--- src/bar_integral_gravity_filter_top_defines.svh ---
`ifndef BAR_INTEGRAL_GRAVITY_FILTER_TOP_DEFINES_SVH
`define BAR_INTEGRAL_GRAVITY_FILTER_TOP_DEFINES_SVH

// same-cycle implication, disabled during reset
`define BIGF_ASSERT_IMPLIES(label, clk, rst, lhs, rhs) \
   label: assert property (@(posedge clk) disable iff (rst) (lhs) |-> (rhs)) \
      else $error("bigf assertion failed");

// next-cycle implication, disabled during reset
`define BIGF_ASSERT_NEXT(label, clk, rst, lhs, rhs) \
   label: assert property (@(posedge clk) disable iff (rst) (lhs) |=> (rhs)) \
      else $error("bigf assertion failed");

`endif

--- src/bigf_pkg.sv ---
`timescale 1ns / 1ps

package bigf_pkg;

   localparam int BAR_COUNT = 512;
   localparam int BAR_AW    = $clog2(BAR_COUNT);

   localparam int BAR_W     = 9;
   localparam int LEVEL_W   = 24;
   localparam int SHOWN_W   = 26;
   localparam int FALL_W    = 10;
   localparam int CSR_IDX_W = 2;
   localparam int CSR_DW    = 16;

   localparam int MUL_AW    = 24;
   localparam int MUL_BW    = 20;
   localparam int MUL_PW    = MUL_AW + MUL_BW;
   localparam int DROP_W    = 37;

   localparam logic [CSR_IDX_W-1:0] REG_INTEGRAL_FACTOR = 2'd0;
   localparam logic [CSR_IDX_W-1:0] REG_GRAVITY_STEP    = 2'd1;
   localparam logic [CSR_IDX_W-1:0] REG_GRAVITY_ENABLE  = 2'd2;

   localparam logic [15:0] INTEGRAL_FACTOR_RST = 16'd45875;
   localparam logic [15:0] GRAVITY_STEP_RST    = 16'd1448;
   localparam logic        GRAVITY_ENABLE_RST  = 1'b1;

   localparam logic [LEVEL_W-1:0] LEVEL_MAX = 24'hFF_FFFF;
   localparam logic [FALL_W-1:0]  FALL_MAX  = 10'd1020;
   localparam logic [FALL_W:0]    FALL_INC  = 11'd4;

   typedef enum logic [2:0] {
      ST_IDLE,
      ST_MUL_MEM,
      ST_MUL_FF,
      ST_MUL_DROP,
      ST_WRITE
   } state_type;

   typedef struct packed {
      logic [15:0] integral_factor;
      logic [15:0] gravity_step;
      logic        gravity_enable;
   } cfg_type;

   typedef struct packed {
      logic [LEVEL_W-1:0]        integ;
      logic signed [SHOWN_W-1:0] last_shown;
      logic [LEVEL_W-1:0]        peak;
      logic [FALL_W-1:0]         fall;
   } bar_row_type;

   typedef struct packed {
      logic              rd_en;
      logic [BAR_AW-1:0] rd_addr;
      logic              wr_en;
      logic [BAR_AW-1:0] wr_addr;
      bar_row_type       wr_row;
   } mem_req_type;

   typedef struct packed {
      logic        clearing;
      bar_row_type rd_row;
   } mem_sts_type;

endpackage

--- src/bigf_mul.sv ---
`timescale 1ns / 1ps

module bigf_mul (
   input  logic                        clock,
   input  logic                        mul_en,
   input  logic [bigf_pkg::MUL_AW-1:0] mul_a,
   input  logic [bigf_pkg::MUL_BW-1:0] mul_b,
   output logic [bigf_pkg::MUL_PW-1:0] product
);

   logic [bigf_pkg::MUL_PW-1:0] product_ff;
   logic [bigf_pkg::MUL_PW-1:0] product_in;

   assign product_in = bigf_pkg::MUL_PW'(mul_a) * bigf_pkg::MUL_PW'(mul_b);

   // hold the last product while the sequencer is not issuing
   always_ff @(posedge clock) begin
      if (mul_en) begin
         product_ff <= product_in;
      end
   end

   assign product = product_ff;

endmodule

--- config.mk ---
export PLATFORM = sky130hd
export DESIGN_NAME = bigf_mul
export DESIGN_NICKNAME = d
export VERILOG_FILES = /design/src/bar_integral_gravity_filter_top_defines.svh /design/src/bigf_pkg.sv /design/src/bigf_mul.sv
export SDC_FILE = /design/constraint.sdc
export NUM_CORES = 1
export LEC_CHECK = 0
export BUFFER_PORTS_ARGS = -buffer_cell sky130_fd_sc_hd__clkbuf_2
export CAP_MARGIN = 0
export CORE_MARGIN = 2
export CORE_UTILIZATION = 40
export CTS_CLUSTER_DIAMETER = 60
export CTS_CLUSTER_SIZE = 40
export DETAILED_ROUTE_END_ITERATION = 12
export PLACE_DENSITY_LB_ADDON = 0.15
export SLEW_MARGIN = 15
export SYNTH_ARGS = -nofsm -noshare
export SYNTH_HDL_FRONTEND = slang
export SYNTH_SLANG_ARGS = --single-unit
--- constraint.sdc ---
create_clock -name clock -period 8.6 [get_ports clock]
set_input_delay 1.72 -clock clock [delete_from_list [all_inputs] [get_ports clock]]
set_output_delay 1.72 -clock clock [all_outputs]
set_load 0.01 [all_outputs]
-- After elaboration in Yosys (flattened, before gate mapping)
Index checks and enable logic that the tools add are counted.
- logic and storage cells: 2
- flip-flop bits (word level): 44
- output and inout bits: 44
- multipliers: 1
- operators by type and width (operator ; count):
    multiplier 24 x 20 -> 44 bit ; 1

-- Depth between registers and ports, before layout
- word-level depth: 1
- gate-level depth with buffers: 24
- depth with buffers taken out: 23

-- Least setup slack after synthesis
Ideal clock, no wire load.
- path type: input to register
- start: input mul_a[10] (netlist name)
- end: register product_ff, in the netlist product[43] (data pin)
- stages: 23
- data required time: 8.342 ns
- slack: 0.972 ns
- library setup time: 0.258 ns
- data arrival time: 7.370 ns
- cells stage by stage: clkbuf_1 -> nand2_1 -> fa_1 -> inv_1 -> fa_1 -> inv_1 -> fa_1 -> fa_1 -> fa_1 -> inv_1 -> fa_1 -> inv_1 -> fa_1 -> inv_1 -> ha_1 -> nand2_1 -> o21a_1 -> o211ai_2 -> o21ba_4 -> o41a_1 -> o2111ai_1 -> nand2_1 -> xnor2_1
- longest elaborated chain between the ends: 1
- RTL lines (what ; line ; source):
    from (decl) ; bigf_mul.sv:6 ; input logic [bigf_pkg::MUL_AW-1:0] mul_a,
    multiplier 24 x 20 -> 44 bit ; bigf_mul.sv:14 ; assign product_in = bigf_pkg::MUL_PW'(mul_a) * bigf_pkg::MUL_PW'(mul_b);
    named net product_in (one bit) ; bigf_mul.sv:12 ; logic [bigf_pkg::MUL_PW-1:0] product_in;
    to (signal assigned) ; bigf_mul.sv:19 ; product_ff <= product_in;
    to (decl) ; bigf_mul.sv:11 ; logic [bigf_pkg::MUL_PW-1:0] product_ff;
The timed path passes the listed nets, and every way through them passes these cells.
A chain may end at the register's enable or synchronous reset.

-- Worst setup path after layout
- start: input mul_b[6] (netlist name)
- end: register product_ff, in the netlist product[40] (data pin)
- longest elaborated chain between the ends: 1
- RTL lines (what ; line ; source):
    from (decl) ; bigf_mul.sv:7 ; input logic [bigf_pkg::MUL_BW-1:0] mul_b,
    multiplier 24 x 20 -> 44 bit ; bigf_mul.sv:14 ;
    named net product_in (one bit) ; bigf_mul.sv:12 ;
The timed path passes the listed nets, and every way through them passes these cells.

==> metrics.cfg <==
[timing]
finalCritPeriodShare=0.931
worst_pin_slew_ns=0.985
min_period_ns=8.00
tns_ns=0
hold_viol_final=0
fmax_mhz=125
rsz0062_at_grt=no
slew_headroom=0.344
setup_viol=0
slew_violations=0

[floorplanning]
num_io_pins=90
chipHeight_um=211
core-area_um2=42100
start_util=0.407
fp.dieArea_um2=44500
chipWidth_um=211
fp-row-count=75

[worst_setup_path]
path_common_cell=fa_1
worst_setup_path_end_kind=register
start_kind=input pin
path_buf_inv=3
crit_type=in -> reg
crit_arrival_ns=8.04
cp_slowest_stage_delay_ns=0.56
critical_path.top_delay_family=adder cells
crit_fanout=24
slowest_stage=fa_1
path_cells=clkbuf_2 > and2_1 > fa_1 > inv_1 > fa_1 > fa_1 > fa_1 > inv_1 > fa_1 > fa_1 > fa_1 > ha_1 > a21oi_1 > o211ai_1 > a41oi_2 > o31ai_4 > a211oi_1 > o21ai_1 > a211oi_2 > xnor2_1
required_ns=8.63

[logic_synthesis]
yosys.area_share.simple=0.164
yosys.area.top_type=fa_1
synth_area_um2=17100
synth_cell_types=53
ys_top_cells_by_area=fa_1 46%, ha_1 11%, and2_1 9.0%
ys.warnings.count=0
avgSynthCellArea_um2=9.33
ys_seq_area_frac=0.0771
synth_top_area_frac=0.458
synth_fa_ha_area_frac=0.570
yosys_register_bits=44
synth_top_family_by_area=adder cells
syn_nets=2430
synth_compound_area_frac=0.0563
synth_xor_area_frac=0.0220
synth_mux_area_frac=0
synthCells=1838

[drt]
wire_per_inst_um=19.6
drt_first_iter_violations=664
vias_per_cell=5.08
drc=0
wl_mm=47.3
top_layer=met4
wl_met3_mm=2.28
drt_first_pass_iters=5
met1_length_mm=18.7
vias=12300
drtAntennaViolNets=0
wl_met2_mm=24.7

[finish]
filler_cell_count=4140
area_delta_synth_final_pct=6.88
final_common_cell=inv_1
final_cell_mix=406 x inv_1, 392 x fa_1, 262 x nand2_1
design_area_um2=18300
nNetsFinal=2463
final_cell_count_no_fill=2413
final_layout_size_suffix_gt1_frac=0.0785
utilization=0.435
largest_reg_flops=44

[placement]
dp_cells=2403
post_dp_cell_area_um2=18200
dp_hpwl_mm=38.9
gp_congestion=0.841
numPortBuffers=89

[hold_path]
hold_path_class=in -> reg

[clock_tree]
cts_root_buf=clkbuf_16
htreeDepth=2
cts_resized=0
clock_sink_count=44
cts_made_buffers=5
cts.clk_slew.worst_paths_ns=0.07
clockBufferDepth=2
cts_tree=done
cts_setup_buffers=0
postCtsHoldBufs=0

[grt]
grt_remaining_overflow=0
grt_antenna_before_repair=5
grt_pass1_vias=13500
gr-usage-all-layers=0.225
grt_pass1_wl_mm=75.6
grt_max_degree=45

[job]
drv_cap=0

[run_status]
status=complete, no violations

[metrics by stage]
stage / setup WS, ns / hold WS (ns)
after floorplan: 0.972 / 1.83
after global placement: 0.365 / 2.14
after detailed placement: 0.319 / 2.14
after CTS: 0.607 / 2.11
after global routing: 0.312 / 2.15
final: 0.597 / 2.11
[worst paths after layout]
path     start               endpoint  cells past startpoint  slack (ns)
max   mul_b[6]  product[40]$_DFFE_PP_                     20        0.60
min   mul_a[0]   product[0]$_DFFE_PP_                      2        2.11
[per-layer routing]
metal | track usage | up-vias
met1 | 0.285 | 6390
li1 | - | 5514
met3 | 0.0257 | 68
met4 | 0.0695 | 0
met5 | 0 | -
met2 | 0.402 | 291
[synthesized netlist by cell type, drive strengths merged]
| cell | instances |
|---|---|
| inv | 406 |
| fa | 392 |
| nand2 | 262 |
| and2 | 248 |
| ha | 154 |
| clkbuf | 96 |
| a21oi | 49 |
| edfxtp | 44 |
| xnor2 | 32 |
| nor2 | 21 |
| o21ai | 21 |
| a21o | 20 |
| nand3 | 11 |
| xor2 | 11 |
| a211oi | 7 |
| nand4 | 7 |
| o211ai | 6 |
| o21bai | 6 |
| a21boi | 5 |
| a31oi | 4 |
| and3 | 4 |
| nor3 | 3 |
| o21a | 3 |
| a31o | 2 |
| a41oi | 2 |
| buf | 2 |
| o221ai | 2 |
| o31ai | 2 |
| or2 | 2 |
| a211o | 1 |
| a22oi | 1 |
| a311oi | 1 |
| and4 | 1 |
| nor2b | 1 |
| nor4 | 1 |
| o2111ai | 1 |
| o21ba | 1 |
| o22ai | 1 |
| o311a | 1 |
| o311ai | 1 |
| o41a | 1 |
| o41ai | 1 |
| or3 | 1 |
[layout make-up]
type | count | area, um2 | area share
Multi-Input combinational cell | 1290 | 13900 | 0.760
Inverter | 406 | 1520 | 0.0832
Sequential cell | 44 | 1320 | 0.0721
Timing Repair Buffer | 124 | 708 | 0.0386
Tap cell | 539 | 674 | 0.0368
Clock buffer | 5 | 125 | 0.00683
Clock inverter | 3 | 42.5 | 0.00232
Antenna cell | 2 | 5.00 | 0.000273
[kinds of logic (layout without fill, tap and decap cells)]
family,after synthesis,after routing
other,0,2
AOI/OAI and AO/OA,139,139
and+or+nand+nor,562,562
adders and majority gates,546,546
DFF,44,44
xor gates and xnor gates,43,43
buffers and inverters,504,538
Power is left out: the tool's default activity adds up to more than one toggle a clock period on the data nets, which glitch-free logic cannot reach.
