<file path="config.mk">
export PLATFORM = sky130hd
export DESIGN_NAME = bigf_core_flat
export DESIGN_NICKNAME = d
export VERILOG_FILES = /design/src/bigf_pkg.sv /design/src/bigf_if.sv /design/src/bigf_core.sv /design/src/flat_wrapper.sv
export VERILOG_INCLUDE_DIRS = /design/src /design/src/src
export SDC_FILE = /design/constraint.sdc
export NUM_CORES = 1
export LEC_CHECK = 0
export BUFFER_PORTS_ARGS = -buffer_cell sky130_fd_sc_hd__buf_2
export CORE_ASPECT_RATIO = 0.8
export CORE_MARGIN = 10
export CORE_UTILIZATION = 50
export DETAILED_ROUTE_END_ITERATION = 16
export HOLD_SLACK_MARGIN = 0.03
export MAX_ROUTING_LAYER = met4
export PLACE_DENSITY = 0.9
export SYNTH_ARGS = -nofsm -noshare
export SYNTH_HDL_FRONTEND = slang
export SYNTH_SLANG_ARGS = --single-unit
</file>
<file path="constraint.sdc">
create_clock -name clock -period 4.5 [get_ports clock]
set_clock_uncertainty 0.15 [all_clocks]
set_input_delay 0.675 -clock clock [delete_from_list [all_inputs] [get_ports clock]]
set_output_delay 0.675 -clock clock [all_outputs]
set_load 0.02 [all_outputs]
</file>
<file path="src/bar_integral_gravity_filter_top_defines.svh">
`ifndef BAR_INTEGRAL_GRAVITY_FILTER_TOP_DEFINES_SVH
`define BAR_INTEGRAL_GRAVITY_FILTER_TOP_DEFINES_SVH

// same-cycle implication, disabled during reset
`define BIGF_ASSERT_IMPLIES(label, clk, rst, lhs, rhs) \
   label: assert property (@(posedge clk) disable iff (rst) (lhs) |-> (rhs)) \
      else $error("bigf assertion failed");

// next-cycle implication, disabled during reset
`define BIGF_ASSERT_NEXT(label, clk, rst, lhs, rhs) \
   label: assert property (@(posedge clk) disable iff (rst) (lhs) |=> (rhs)) \
      else $error("bigf assertion failed");

`endif

</file>
<file path="src/bigf_pkg.sv">
`timescale 1ns / 1ps

package bigf_pkg;

   localparam int BAR_COUNT = 512;
   localparam int BAR_AW    = $clog2(BAR_COUNT);

   localparam int BAR_W     = 9;
   localparam int LEVEL_W   = 24;
   localparam int SHOWN_W   = 26;
   localparam int FALL_W    = 10;
   localparam int CSR_IDX_W = 2;
   localparam int CSR_DW    = 16;

   localparam int MUL_AW    = 24;
   localparam int MUL_BW    = 20;
   localparam int MUL_PW    = MUL_AW + MUL_BW;
   localparam int DROP_W    = 37;

   localparam logic [CSR_IDX_W-1:0] REG_INTEGRAL_FACTOR = 2'd0;
   localparam logic [CSR_IDX_W-1:0] REG_GRAVITY_STEP    = 2'd1;
   localparam logic [CSR_IDX_W-1:0] REG_GRAVITY_ENABLE  = 2'd2;

   localparam logic [15:0] INTEGRAL_FACTOR_RST = 16'd45875;
   localparam logic [15:0] GRAVITY_STEP_RST    = 16'd1448;
   localparam logic        GRAVITY_ENABLE_RST  = 1'b1;

   localparam logic [LEVEL_W-1:0] LEVEL_MAX = 24'hFF_FFFF;
   localparam logic [FALL_W-1:0]  FALL_MAX  = 10'd1020;
   localparam logic [FALL_W:0]    FALL_INC  = 11'd4;

   typedef enum logic [2:0] {
      ST_IDLE,
      ST_MUL_MEM,
      ST_MUL_FF,
      ST_MUL_DROP,
      ST_WRITE
   } state_type;

   typedef struct packed {
      logic [15:0] integral_factor;
      logic [15:0] gravity_step;
      logic        gravity_enable;
   } cfg_type;

   typedef struct packed {
      logic [LEVEL_W-1:0]        integ;
      logic signed [SHOWN_W-1:0] last_shown;
      logic [LEVEL_W-1:0]        peak;
      logic [FALL_W-1:0]         fall;
   } bar_row_type;

   typedef struct packed {
      logic              rd_en;
      logic [BAR_AW-1:0] rd_addr;
      logic              wr_en;
      logic [BAR_AW-1:0] wr_addr;
      bar_row_type       wr_row;
   } mem_req_type;

   typedef struct packed {
      logic        clearing;
      bar_row_type rd_row;
   } mem_sts_type;

endpackage

</file>
<file path="src/bigf_if.sv">
`timescale 1ns / 1ps

interface bigf_req_if;
   logic        valid;
   logic        ready;
   logic [8:0]  bar_index;
   logic [23:0] bar_level;

   modport source (output valid, output bar_index, output bar_level, input ready);
   modport sink   (input valid, input bar_index, input bar_level, output ready);
endinterface

interface bigf_rsp_if;
   logic        valid;
   logic        ready;
   logic [8:0]  bar_number;
   logic [23:0] shown_level;

   modport source (output valid, output bar_number, output shown_level, input ready);
   modport sink   (input valid, input bar_number, input shown_level, output ready);
endinterface

</file>
<file path="src/bigf_core.sv">
`timescale 1ns / 1ps
`include "bar_integral_gravity_filter_top_defines.svh"

module bigf_core (
   input  logic                  clock,
   input  logic                  reset,
   input  bigf_pkg::cfg_type     cfg,
   bigf_req_if.sink              req,
   bigf_rsp_if.source            rsp,
   output bigf_pkg::mem_req_type mem_req,
   input  bigf_pkg::mem_sts_type mem_sts,
   output logic                  mul_en,
   output logic [bigf_pkg::MUL_AW-1:0] mul_a,
   output logic [bigf_pkg::MUL_BW-1:0] mul_b,
   input  logic [bigf_pkg::MUL_PW-1:0] product
);

   bigf_pkg::state_type state_ff;
   bigf_pkg::state_type state_in;

   logic [bigf_pkg::BAR_W-1:0]   bar_ff;
   logic [bigf_pkg::LEVEL_W-1:0] level_ff;
   logic                         in_range_ff;
   logic [bigf_pkg::LEVEL_W-1:0] integ_ff;
   logic [bigf_pkg::LEVEL_W-1:0] integ_in;
   logic [bigf_pkg::LEVEL_W:0]   integ_sum;

   logic                         rsp_valid_ff;
   logic [bigf_pkg::BAR_W-1:0]   rsp_bar_ff;
   logic [bigf_pkg::LEVEL_W-1:0] rsp_level_ff;

   logic                         accept;
   logic                         in_range;
   logic                         load_out;

   logic [bigf_pkg::DROP_W-1:0]        drop;
   logic signed [bigf_pkg::DROP_W:0]   fall_value;
   logic signed [bigf_pkg::SHOWN_W-1:0] fall_result;
   logic signed [bigf_pkg::SHOWN_W-1:0] result;
   logic                                falling;
   logic [bigf_pkg::FALL_W:0]           fall_next;
   logic [bigf_pkg::LEVEL_W-1:0]        shown;
   bigf_pkg::bar_row_type               new_row;

   assign in_range = (32'(req.bar_index) < bigf_pkg::BAR_COUNT);
   assign accept   = req.valid && req.ready;

   // integral: memory times factor, truncated, plus level, saturating
   assign integ_sum = {1'b0, product[39:16]} + {1'b0, level_ff};
   assign integ_in  = integ_sum[bigf_pkg::LEVEL_W] ? bigf_pkg::LEVEL_MAX
                                                    : integ_sum[bigf_pkg::LEVEL_W-1:0];

   always_comb begin
      new_row     = mem_sts.rd_row;
      new_row.integ = integ_ff;
      drop        = product[bigf_pkg::DROP_W-1:0];
      fall_value  = $signed({{(bigf_pkg::DROP_W + 1 - bigf_pkg::LEVEL_W){1'b0}},
                             mem_sts.rd_row.peak})
                    - $signed({1'b0, drop});
      if (fall_value < -(39'sd1 <<< (bigf_pkg::SHOWN_W - 1))) begin
         fall_result = {1'b1, {(bigf_pkg::SHOWN_W - 1){1'b0}}};
      end else begin
         fall_result = fall_value[bigf_pkg::SHOWN_W-1:0];
      end
      fall_next = {1'b0, mem_sts.rd_row.fall} + bigf_pkg::FALL_INC;
      if (fall_next > {1'b0, bigf_pkg::FALL_MAX}) begin
         fall_next = {1'b0, bigf_pkg::FALL_MAX};
      end
      falling = cfg.gravity_enable &&
                ($signed({3'b000, integ_ff}) <
                 $signed({mem_sts.rd_row.last_shown[bigf_pkg::SHOWN_W-1],
                          mem_sts.rd_row.last_shown}));
      result = $signed({2'b00, integ_ff});
      if (cfg.gravity_enable) begin
         if (falling) begin
            result       = fall_result;
            new_row.fall = fall_next[bigf_pkg::FALL_W-1:0];
         end else begin
            new_row.peak = integ_ff;
            new_row.fall = '0;
         end
         new_row.last_shown = result;
      end
      if (!in_range_ff || result[bigf_pkg::SHOWN_W-1]) begin
         shown = '0;
      end else begin
         shown = result[bigf_pkg::LEVEL_W-1:0];
      end
   end

   always_comb begin
      state_in  = state_ff;
      mul_en    = 1'b0;
      mul_a     = '0;
      mul_b     = '0;
      mem_req   = '0;
      req.ready = 1'b0;
      load_out  = 1'b0;
      case (state_ff)
         bigf_pkg::ST_IDLE: begin
            req.ready = !mem_sts.clearing;
            if (req.valid && !mem_sts.clearing) begin
               mem_req.rd_en   = 1'b1;
               mem_req.rd_addr = bigf_pkg::BAR_AW'(req.bar_index);
               state_in = in_range ? bigf_pkg::ST_MUL_MEM : bigf_pkg::ST_WRITE;
            end
         end
         bigf_pkg::ST_MUL_MEM: begin
            mul_en   = 1'b1;
            mul_a    = mem_sts.rd_row.integ;
            mul_b    = bigf_pkg::MUL_BW'(cfg.integral_factor);
            state_in = bigf_pkg::ST_MUL_FF;
         end
         bigf_pkg::ST_MUL_FF: begin
            mul_en   = 1'b1;
            mul_a    = bigf_pkg::MUL_AW'(mem_sts.rd_row.fall);
            mul_b    = bigf_pkg::MUL_BW'(mem_sts.rd_row.fall);
            state_in = bigf_pkg::ST_MUL_DROP;
         end
         bigf_pkg::ST_MUL_DROP: begin
            mul_en   = 1'b1;
            mul_a    = bigf_pkg::MUL_AW'(cfg.gravity_step);
            mul_b    = product[bigf_pkg::MUL_BW-1:0];
            state_in = bigf_pkg::ST_WRITE;
         end
         bigf_pkg::ST_WRITE: begin
            if (!rsp_valid_ff || rsp.ready) begin
               load_out        = 1'b1;
               mem_req.wr_en   = in_range_ff;
               mem_req.wr_addr = bigf_pkg::BAR_AW'(bar_ff);
               mem_req.wr_row  = new_row;
               state_in        = bigf_pkg::ST_IDLE;
            end
         end
         default: begin
            state_in = bigf_pkg::ST_IDLE;
         end
      endcase
   end

   always_ff @(posedge clock) begin
      if (reset) begin
         state_ff     <= bigf_pkg::ST_IDLE;
         rsp_valid_ff <= 1'b0;
      end else begin
         state_ff <= state_in;
         if (load_out) begin
            rsp_valid_ff <= 1'b1;
         end else if (rsp.ready) begin
            rsp_valid_ff <= 1'b0;
         end
      end
   end

   always_ff @(posedge clock) begin
      if (accept) begin
         bar_ff      <= req.bar_index;
         level_ff    <= req.bar_level;
         in_range_ff <= in_range;
      end
      if (state_ff == bigf_pkg::ST_MUL_FF) begin
         integ_ff <= integ_in;
      end
      if (load_out) begin
         rsp_bar_ff   <= bar_ff;
         rsp_level_ff <= shown;
      end
   end

   assign rsp.valid       = rsp_valid_ff;
   assign rsp.bar_number  = rsp_bar_ff;
   assign rsp.shown_level = rsp_level_ff;

   `BIGF_ASSERT_IMPLIES(a_no_accept_while_clearing, clock, reset, mem_sts.clearing, !req.ready)
   `BIGF_ASSERT_IMPLIES(a_write_in_range, clock, reset, mem_req.wr_en, in_range_ff)
   `BIGF_ASSERT_IMPLIES(a_fall_bounded, clock, reset, mem_req.wr_en, mem_req.wr_row.fall <= bigf_pkg::FALL_MAX)
   `BIGF_ASSERT_NEXT(a_out_after_write, clock, reset, load_out, rsp_valid_ff && state_ff == bigf_pkg::ST_IDLE)

endmodule

</file>
<file path="src/flat_wrapper.sv">
// flat-port wrapper written by rule: the top's interface ports become plain ports
module bigf_core_flat 
  (clock, reset, cfg, mem_req, mem_sts, mul_en, mul_a, mul_b, product, req_valid, req_bar_index, req_bar_level, req_ready, rsp_valid, rsp_bar_number, rsp_shown_level, rsp_ready);
  bigf_req_if req_i ();
  bigf_rsp_if rsp_i ();
  input  logic clock;
  input  logic reset;
  input  bigf_pkg::cfg_type cfg;
  output bigf_pkg::mem_req_type mem_req;
  input  bigf_pkg::mem_sts_type mem_sts;
  output logic mul_en;
  output logic [bigf_pkg::MUL_AW-1:0] mul_a;
  output logic [bigf_pkg::MUL_BW-1:0] mul_b;
  input  logic [bigf_pkg::MUL_PW-1:0] product;
  input wire logic [$bits(req_i.valid)-1:0] req_valid;
  input wire logic [$bits(req_i.bar_index)-1:0] req_bar_index;
  input wire logic [$bits(req_i.bar_level)-1:0] req_bar_level;
  output wire logic [$bits(req_i.ready)-1:0] req_ready;
  output wire logic [$bits(rsp_i.valid)-1:0] rsp_valid;
  output wire logic [$bits(rsp_i.bar_number)-1:0] rsp_bar_number;
  output wire logic [$bits(rsp_i.shown_level)-1:0] rsp_shown_level;
  input wire logic [$bits(rsp_i.ready)-1:0] rsp_ready;
  assign req_i.valid = req_valid;
  assign req_i.bar_index = req_bar_index;
  assign req_i.bar_level = req_bar_level;
  assign req_ready = req_i.ready;
  assign rsp_valid = rsp_i.valid;
  assign rsp_bar_number = rsp_i.bar_number;
  assign rsp_shown_level = rsp_i.shown_level;
  assign rsp_i.ready = rsp_ready;
  bigf_core u_core (.clock(clock), .reset(reset), .cfg(cfg), .req(req_i), .rsp(rsp_i), .mem_req(mem_req), .mem_sts(mem_sts), .mul_en(mul_en), .mul_a(mul_a), .mul_b(mul_b), .product(product));
endmodule
</file>
* Word level (Yosys, flattened, before mapping)
Index checks and enable logic that the tools add are counted.
** Word-level totals
- Register bits after elaboration :: 94
- Latch bits :: 0
- Memory bits (writable) :: 0
- ROM bits :: 0
- Input bits :: 199
- Output and inout port bits :: 184
- Word-level logic and storage cells :: 51
- Memories kept :: 0
** Operators by class
- Add/subtract/negate cells :: 3
- Multiply operators :: 0
- Div/mod/pow operators :: 0
- $lt $le $gt $ge :: 3
- Equal/unequal tests :: 6
- Shift-type cells :: 0
- Multiplexer cells :: 22
- Bitwise logic cells :: 0
- Reductions and logical operators :: 10
** Operators by type and width (count)
- 94-bit two-way mux :: 2
- 26-bit two-way mux :: 3
- 24-bit case mux with 3 select lines :: 1
- 60-bit two-way mux :: 1
- 20-bit case mux with 3 select lines :: 1
- 10-bit two-way mux :: 4
- 38-bit by 26-bit < comparator with 1-bit output, second input constant :: 1
- 24-bit by 37-bit subtractor with 38-bit output :: 1
- 25-bit by 26-bit < comparator with 1-bit output :: 1
- 24-bit by 24-bit adder with 25-bit output :: 1
- 24-bit two-way mux :: 1
- 3-bit case mux with 5 select lines :: 1
- 10-bit by 3-bit adder with 11-bit output, second input constant :: 1
- 11-bit by 10-bit greater-than comparator with 1-bit output, second input constant :: 1
- 3-bit by 2-bit == test with 1-bit output, second input constant :: 2
- 1-bit two-way mux :: 6
- 3-bit two-way mux :: 2
- 2-bit by 1-bit inequality test with 1-bit output, second input constant :: 2
- 3-bit by 1-bit == test with 1-bit output, second input constant :: 1
- 3-bit == test, second input constant :: 1
- 1-bit logical AND :: 3
- 3-bit zero test :: 1
- 3-bit OR reduction :: 1
- 1-bit zero test :: 2
- other kinds (3) :: 3

* Logic depth before layout (Yosys ltp)
Gate-level depths: netlist of the first run.
- Depth after elaboration :: 7
- Depth in mapped cells :: 14
- Gate-level depth less buffers :: 12

* Worst setup path after synthesis of the first run
No wires, ideal clock.
- Path type :: input port to output port
- Start point :: in product[22] in the netlist's numbering
- End point :: out mem_req[58] in the netlist's numbering
- Data arrival time :: 3.714 ns
- Required time :: 3.675 ns
- Slack :: -0.039 ns
- Cell stages on the path :: 13
- Buffers on the path :: 2
- Path through :: inv_1 ha_1 buf_6 nand4_4 or3b_1 buf_2 o32a_1 mux2i_1 o31ai_1 nor4_1 nand4_1 o41a_4 o41ai_1
** RTL lines
- start: declaration :: RTL line flat_wrapper.sv:14 : input logic [bigf_pkg::MUL_PW-1:0] product;
- end: declaration :: RTL line flat_wrapper.sv:9 : output bigf_pkg::mem_req_type mem_req;

==> impl_metrics.yaml, run 1 <==
drt:
  first_pass_iters: 7
  top_layer: "met4"
  num_vias: 10947
  drc: 0
  vias_per_cell: 5.96
  wl_um: 41900
  first_iter_violations: 1447
  wl_met1_um: 16800
  dr_wl_met2_um: 19000
  drt.antenna.violating_nets: 0
  wl_per_cell_um: 22.8
  wl_met3_um: 5040
sta:
  final-hold-violation-count: 0
  fin_ws_ns: -0.0374
  fin_crit_sh_pct: 101
  min_period_ns: 4.54
  fmax_mhz: 220
  setup_viol: 6
  rsz0062_at_grt: "yes"
  slew_headroom_pct: 46.6
  worst_pin_slew_ns: 0.801
  whs_ns: 0.305
  final_max_slew_viol_count: 0
critical_path:
  cp-end-kind: "output pin"
  critPathCapture: "mem_req[38]"
  cp-start-kind: "input pin"
  critPathArrivalTime_ns: 3.71
  worstSetupPathType: "in2out"
  r2r-start: "u_core.integ_ff[11]"
  startpoint: "product[24]"
  r2r_end: "u_core.rsp.shown_level[21]"
  crit_fanout: 7
  reg2reg_depth: 10
  reg2reg_slack_ns: 0.80
  crit_required_ns: 3.67
synthesis:
  avgSynthCellArea_um2: 8.37
  synthCells: 1115
  netlist_area_um2: 9340
  ys.flop_type: "edfxtp_1"
  synth_top_area_share_pct: 29.0
  synthTopCellsByArea: "edfxtp_1, ha_1, nand2_1"
  synthesis.nets: 1389
  yosysTopAreaCell: "edfxtp_1"
  ys_async_sr_fraction_pct: 0
  yosysWarnings: 0
  ys_types: 75
  ys_ff_latch: 94
  synth_edf_count: 90
  yosysSeqAreaShare_pct: 29.8
finish:
  syn_to_final_growth_pct: 43.8
  final_area_um2: 13400
  drive_above_1_share_pct: 40.4
  fillers: 1380
  nNetsFinal: 1849
place:
  port_buffers: 378
  pre_cts_slack_ns: -0.394
  hpwlAfterDp_um: 33900
  place_area_um2: 12300
  place.gp.congestion: 1.06
hold_path:
  hp-class: "reg2reg"
clock_tree:
  clock_latency_ns: 0.37
  cts_tree: "yes"
  path_clk_slew_ns: 0.09
  cts_sinks: 94
  clk_path_buf_depth: 2
  h-tree-depth: 3
  numCtsBuffers: 9
  cts_root_buffer: "clkbuf_16"
power:
  intPower_uw: 1900
  leakagePower_uw: 0.00633
  seqPwrFrac_pct: 34.3
  p_per_area_nw_per_um2: 224
  p_clk_share_pct: 27.2
  ir_drop_mv: 0.181
  switchingPower_uw: 1100
  sw_frac_of_total_pct: 36.6
  combPwrFrac_pct: 38.5
die:
  die_area_um2: 24600
  die_y_um: 142
  ios: 383
  dieWidth_um: 173
  rows: 44
  start_util_pct: 51.2
  fp.coreArea_um2: 18200
run_status:
  outcome: "finished with violations"
  violations: "negative setup slack"
global_routing:
  grt_pass1_vias: 10596
  grt_pass1_wl_um: 61700
  track_usage_pct: 32.6
  grt_overflow: 0
  antenna_found_initial: 3
  grt_max_degree: 61
run:
  cap_violations: 0
## cells in the mapped netlist (3+ instances only)
master     instances
a21o_1            25
o31ai_1           30
buf_2              7
nand2_1          119
o21bai_1           3
or4_1              3
and2_1            51
a2111oi_0          3
mux2i_1           26
o22ai_1           22
buf_1              4
mux2_2            20
or2_2              5
a31oi_1            9
nand3b_1           4
o21ai_0           49
nand4_1           15
a211oi_1          12
a22o_1            12
and3_1            11
xnor2_1           21
nand2b_1          23
a211o_1            5
dfxtp_1            4
nor2b_1            7
o211ai_1          10
inv_1             67
clkbuf_1          61
nor4_1             5
a2bb2oi_1         18
xor2_1            15
nand3_1           23
o21a_1            12
nor3_1            16
edfxtp_1          90
o32ai_1            6
nor3b_1            4
o21ai_1            3
nor2_1            70
ha_1              73
o31a_1             5
or3_1             25
a21oi_1           80
## metal layers
metal  up-vias  track usage, %
li1       5055               -
met1      5134            41.1
met2       682            50.8
met3        76            8.41
met4         0            9.33
met5         -               -
## power groups by stage
stage,logic [µW],registers (µW),clock network [µW]
floorplan,619,1040,0
global placement,1030,1050,0
detailed placement,1050,1050,0
CTS,1090,1030,823
global route,1240,1030,855
finish,1150,1030,817
## per-stage QoR
step / power [µW] / utilization, % / cells / TNS, ns
final: 3000 / 73.7 / 1837 / -0.112
after global routing: 3120 / 73.7 / 1837 / -2.20
after CTS: 2940 / 70.6 / 1825 / -0.374
after detailed placement: 2100 / 67.5 / 1804 / -6.89
after global placement: 2080 / 67.5 / 1804 / -3.75
after floorplan: 1660 / - / 1115 / 0
## final cells by class
class	count	area, µm²	area share, %
clock inverters	7	86.3	0.643
repair buffers	524	3230	24.1
clock buffers	9	225	1.68
flip-flops and latches	94	2780	20.7
inverters	67	254	1.89
multi-input cells	879	6520	48.5
well taps	253	317	2.36
diodes	4	10.0	0.0746
## cell usage in the layout, fill, tap and decap left out, types with 25 or more instances in the layout
| master | count |
|---|---|
| inv_1 | 64 |
| o31ai_1 | 27 |
| or3_1 | 25 |
| a21oi_1 | 75 |
| buf_4 | 138 |
| edfxtp_1 | 90 |
| ha_1 | 65 |
| and2_1 | 51 |
| nand2_1 | 117 |
| buf_6 | 31 |
| o21ai_0 | 46 |
| nor2_1 | 70 |
| mux2i_1 | 26 |
| a21o_1 | 25 |
| buf_2 | 350 |
## timing repair
action	4_1_cts	5_1_grt
pin swaps	14	17
resized for setup	48	96
cloned	1	0
setup buffers	4	9
setup endpoints to repair	25	29
hold buffers	0	0
## critical path: stages
cell and delay, ns:
buf_2 0.15, or4_1 0.59, nor2_1 0.15, a21boi_1 0.09, nor4_2 0.31, nand4_1 0.18
nor4_2 0.28, nand4_1 0.17, buf_4 0.19, o41a_4 0.47, buf_6 0.18, o22ai_2 0.11
buf_6 0.15
## kinds of logic after synthesis
group                    after synthesis  share of synthesized area [%]
AO/OA/AOI/OAI                        330                           24.1
adder cells (fa/ha/maj)               75                           10.2
XOR/XNOR                              36                           3.38
multiplexers                          46                           5.20
AND/OR/NAND/NOR                      391                           21.2
flip-flops                            94                           29.8
buffers and inverters                143                           6.08
## state kept, by name, summed over array words and instances, names as in the netlist
signal	flops
u_core.bar_ff	9
u_core.rsp.shown_level	24
u_core.rsp.bar_number	9
u_core.level_ff	24
u_core.state_ff	3
u_core.rsp.valid	1
u_core.integ_ff	24
## worst min-delay path by stage
| stage | from | cells after the start | slack (ns) | end |
|---|---|---|---|---|
| after floorplan | u_core.bar_ff[0] | 0 | 0.27 | u_core.rsp.bar_number[0] |
| after global placement | u_core.bar_ff[5] | 0 | 0.27 | u_core.rsp.bar_number[5] |
| after detailed placement | u_core.bar_ff[0] | 0 | 0.27 | u_core.rsp.bar_number[0] |
| after CTS | u_core.bar_ff[0] | 0 | 0.30 | u_core.rsp.bar_number[0] |
| after global routing | u_core.bar_ff[0] | 0 | 0.32 | u_core.rsp.bar_number[0] |
| final | u_core.bar_ff[0] | 0 | 0.30 | u_core.rsp.bar_number[0] |
Power figures use the tool's default switching activity.
==> run 2: changes to the inputs <==
--- a/config.mk
+++ b/config.mk
@@ -7,5 +7,5 @@
 export NUM_CORES = 1
 export LEC_CHECK = 0
-export BUFFER_PORTS_ARGS = -buffer_cell sky130_fd_sc_hd__buf_2
+export BUFFER_PORTS_ARGS = -buffer_cell sky130_fd_sc_hd__buf_4
 export CORE_ASPECT_RATIO = 0.8
 export CORE_MARGIN = 10
--- a/constraint.sdc
+++ b/constraint.sdc
@@ -3,3 +3,3 @@
 set_input_delay 0.675 -clock clock [delete_from_list [all_inputs] [get_ports clock]]
 set_output_delay 0.675 -clock clock [all_outputs]
-set_load 0.02 [all_outputs]
+set_load 0.01 [all_outputs]
==> impl_metrics.yaml, run 2 (synthesized netlist as in run 1, its figures left out) <==
run_status:
  outcome: "finished with violations"
  violations: "negative setup slack"
sta:
  min_period_ns: 4.62
  fmax_mhz: 217
  final_max_slew_viol_count: 0
  worst_pin_slew_ns: 0.947
  slew_headroom_pct: 36.7
  final-hold-violation-count: 0
  whs_ns: 0.302
  fin_crit_sh_pct: 103
  setup_viol: 23
  rsz0062_at_grt: "yes"
  final.setup.tns_ns: -1.47
  fin_ws_ns: -0.119
place:
  place.gp.congestion: 1.07
  place_area_um2: 13300
  port_buffers: 378
  hpwlAfterDp_um: 35900
  pre_cts_slack_ns: -0.465
finish:
  mostFrequentLayoutCells: "buf_4, nand2_1, edfxtp_1"
  final_area_um2: 14200
  nNetsFinal: 1855
  drive_above_1_share_pct: 40.6
  syn_to_final_growth_pct: 52.4
  final_common_cell: "buf_4"
  fillers: 1241
die:
  dieWidth_um: 173
  ios: 383
  fp.coreArea_um2: 18200
  start_util_pct: 51.2
  die_area_um2: 24600
  die_y_um: 142
  rows: 44
drt:
  first_iter_violations: 1396
  num_vias: 11163
  vias_per_cell: 6.06
  drc: 0
  drt.antenna.violating_nets: 0
  first_pass_iters: 6
  wl_um: 44600
  wl_per_cell_um: 24.2
critical_path:
  critPathArrivalTime_ns: 3.79
  crit_required_ns: 3.67
  r2r_end: "u_core.integ_ff[15]"
  r2r-start: "u_core.level_ff[0]"
  worstSetupPathType: "in2out"
  path_cells: "buf_4 -> or4_1 -> nor2_1 -> a21boi_1 -> nor4_1 -> nand4_1 -> nor4_2 -> nand4_1 -> o41a_4 -> buf_12 -> buf_4 -> o22ai_2 -> buf_4"
  crit_fanout: 7
  cp-end-kind: "output pin"
  reg2reg_slack_ns: 0.65
  slowest_delay_ns: 0.59
  critPathBufInv: 4
  reg2reg_depth: 14
  critical-path-top-delay-family: "simple AND/OR/NAND/NOR gates"
  cp-start-kind: "input pin"
  crit_top_cell: "buf_4"
  crit_slowest_cell: "o41a_4"
power:
  sw_frac_of_total_pct: 35.8
  combPwrFrac_pct: 39.4
  switchingPower_uw: 1100
  p_clk_share_pct: 26.8
  intPower_uw: 1970
  ir_drop_mv: 0.183
  p_per_area_nw_per_um2: 216
  power_uw: 3070
  leakagePower_uw: 0.00650
  seqPwrFrac_pct: 33.7
global_routing:
  grt_pass1_vias: 11059
  grt_max_degree: 76
  grt_overflow: 0
  grt_pass1_wl_um: 65800
  track_usage_pct: 35.0
  antenna_found_initial: 3
clock_tree:
  h-tree-depth: 3
  cts_sinks: 94
  clk_path_buf_depth: 2
  clock_latency_ns: 0.37
  path_clk_slew_ns: 0.08
  cts_root_buffer: "clkbuf_16"
  numCtsBuffers: 9
  cts_tree: "yes"
hold_path:
  hold_end: "u_core.rsp.bar_number[1]"
  hp-class: "reg2reg"
  whs_path_depth: 0
  hp-start: "u_core.bar_ff[1]"
run:
  cap_violations: 0
run 2: cell types whose count changed in the layout (fill, tap and decap cells not counted), sizes merged:
| cell | before | now |
|---|---|---|
| buf | 524 | 530 |
| bufbuf | 0 | 1 |
| diode | 4 | 3 |
| o41a | 2 | 1 |
run 2: final cells by class:
type                            instances  area, µm²  share of cell area [%]
Inverter                               67        259                    1.82
Antenna cell                            3       7.51                  0.0528
Tap cell                              253        317                    2.23
Clock buffer                            9        225                    1.58
Sequential cell                        94       2780                    19.6
Multi-Input combinational cell        878       6410                    45.0
Clock inverter                          7       86.3                   0.607
Timing Repair Buffer                  531       4140                    29.1
run 2: worst register-to-register path, delay by kind of cell, from the launching register on:
kind	cells	cell delay (ns)
DFF	1	0.41
buffers and inverters	3	0.53
and+or+nand+nor	2	0.47
adders and majority gates	2	0.42
AOI/OAI and AO/OA	7	1.60
run 2: worst max-delay path by stage:
stage | from | end | slack (ns) | cells past startpoint
global route | product[21] | mem_req[48] | -0.24 | 15
CTS | product[21] | mem_req[44] | 0.0007 | 17
finish | product[24] | mem_req[54] | -0.12 | 13
global placement | mem_sts[30] | mem_req[47] | -0.41 | 14
detailed placement | mem_sts[31] | mem_req[47] | -0.46 | 15
floorplan | product[22] | mem_req[58] | 0.25 | 13
run 2: per-layer routing:
| layer | routed length, µm | global-route usage (%) | up-vias |
|---|---|---|---|
| met5 | 0 | - | - |
| met2 | 20700 | 55.4 | 724 |
| met1 | 17500 | 43.9 | 5277 |
| met4 | 1580 | 12.1 | 0 |
| met3 | 4780 | 7.08 | 106 |
| li1 | - | - | 5056 |
run 2: per-stage QoR:
stage / instances / util (%)
6_report: 1842 / 78.0
5_1_grt: 1842 / 78.0
4_1_cts: 1833 / 76.4
3_5_place_dp: 1812 / 73.0
3_3_place_gp: 1812 / 73.0
2_1_floorplan: 1115 / -
run 2: power by group through the flow:
stage	Clock (µW)	Combinational, µW	Sequential (µW)
after global placement	0	1100	1050
after CTS	821	1150	1030
after detailed placement	0	1120	1050
after floorplan	0	593	1040
after global routing	855	1290	1040
final	822	1210	1030
run 2: repair_timing:
| action | CTS | global route |
|---|---|---|
| setup endpoints to repair | 25 | 33 |
| resized for setup | 50 | 55 |
| buffers inserted | 5 | 7 |
| cloned | 1 | 0 |
| endpoints found under the hold margin | 0 | 0 |
| pin swaps | 14 | 19 |
| hold buffers | 0 | 0 |
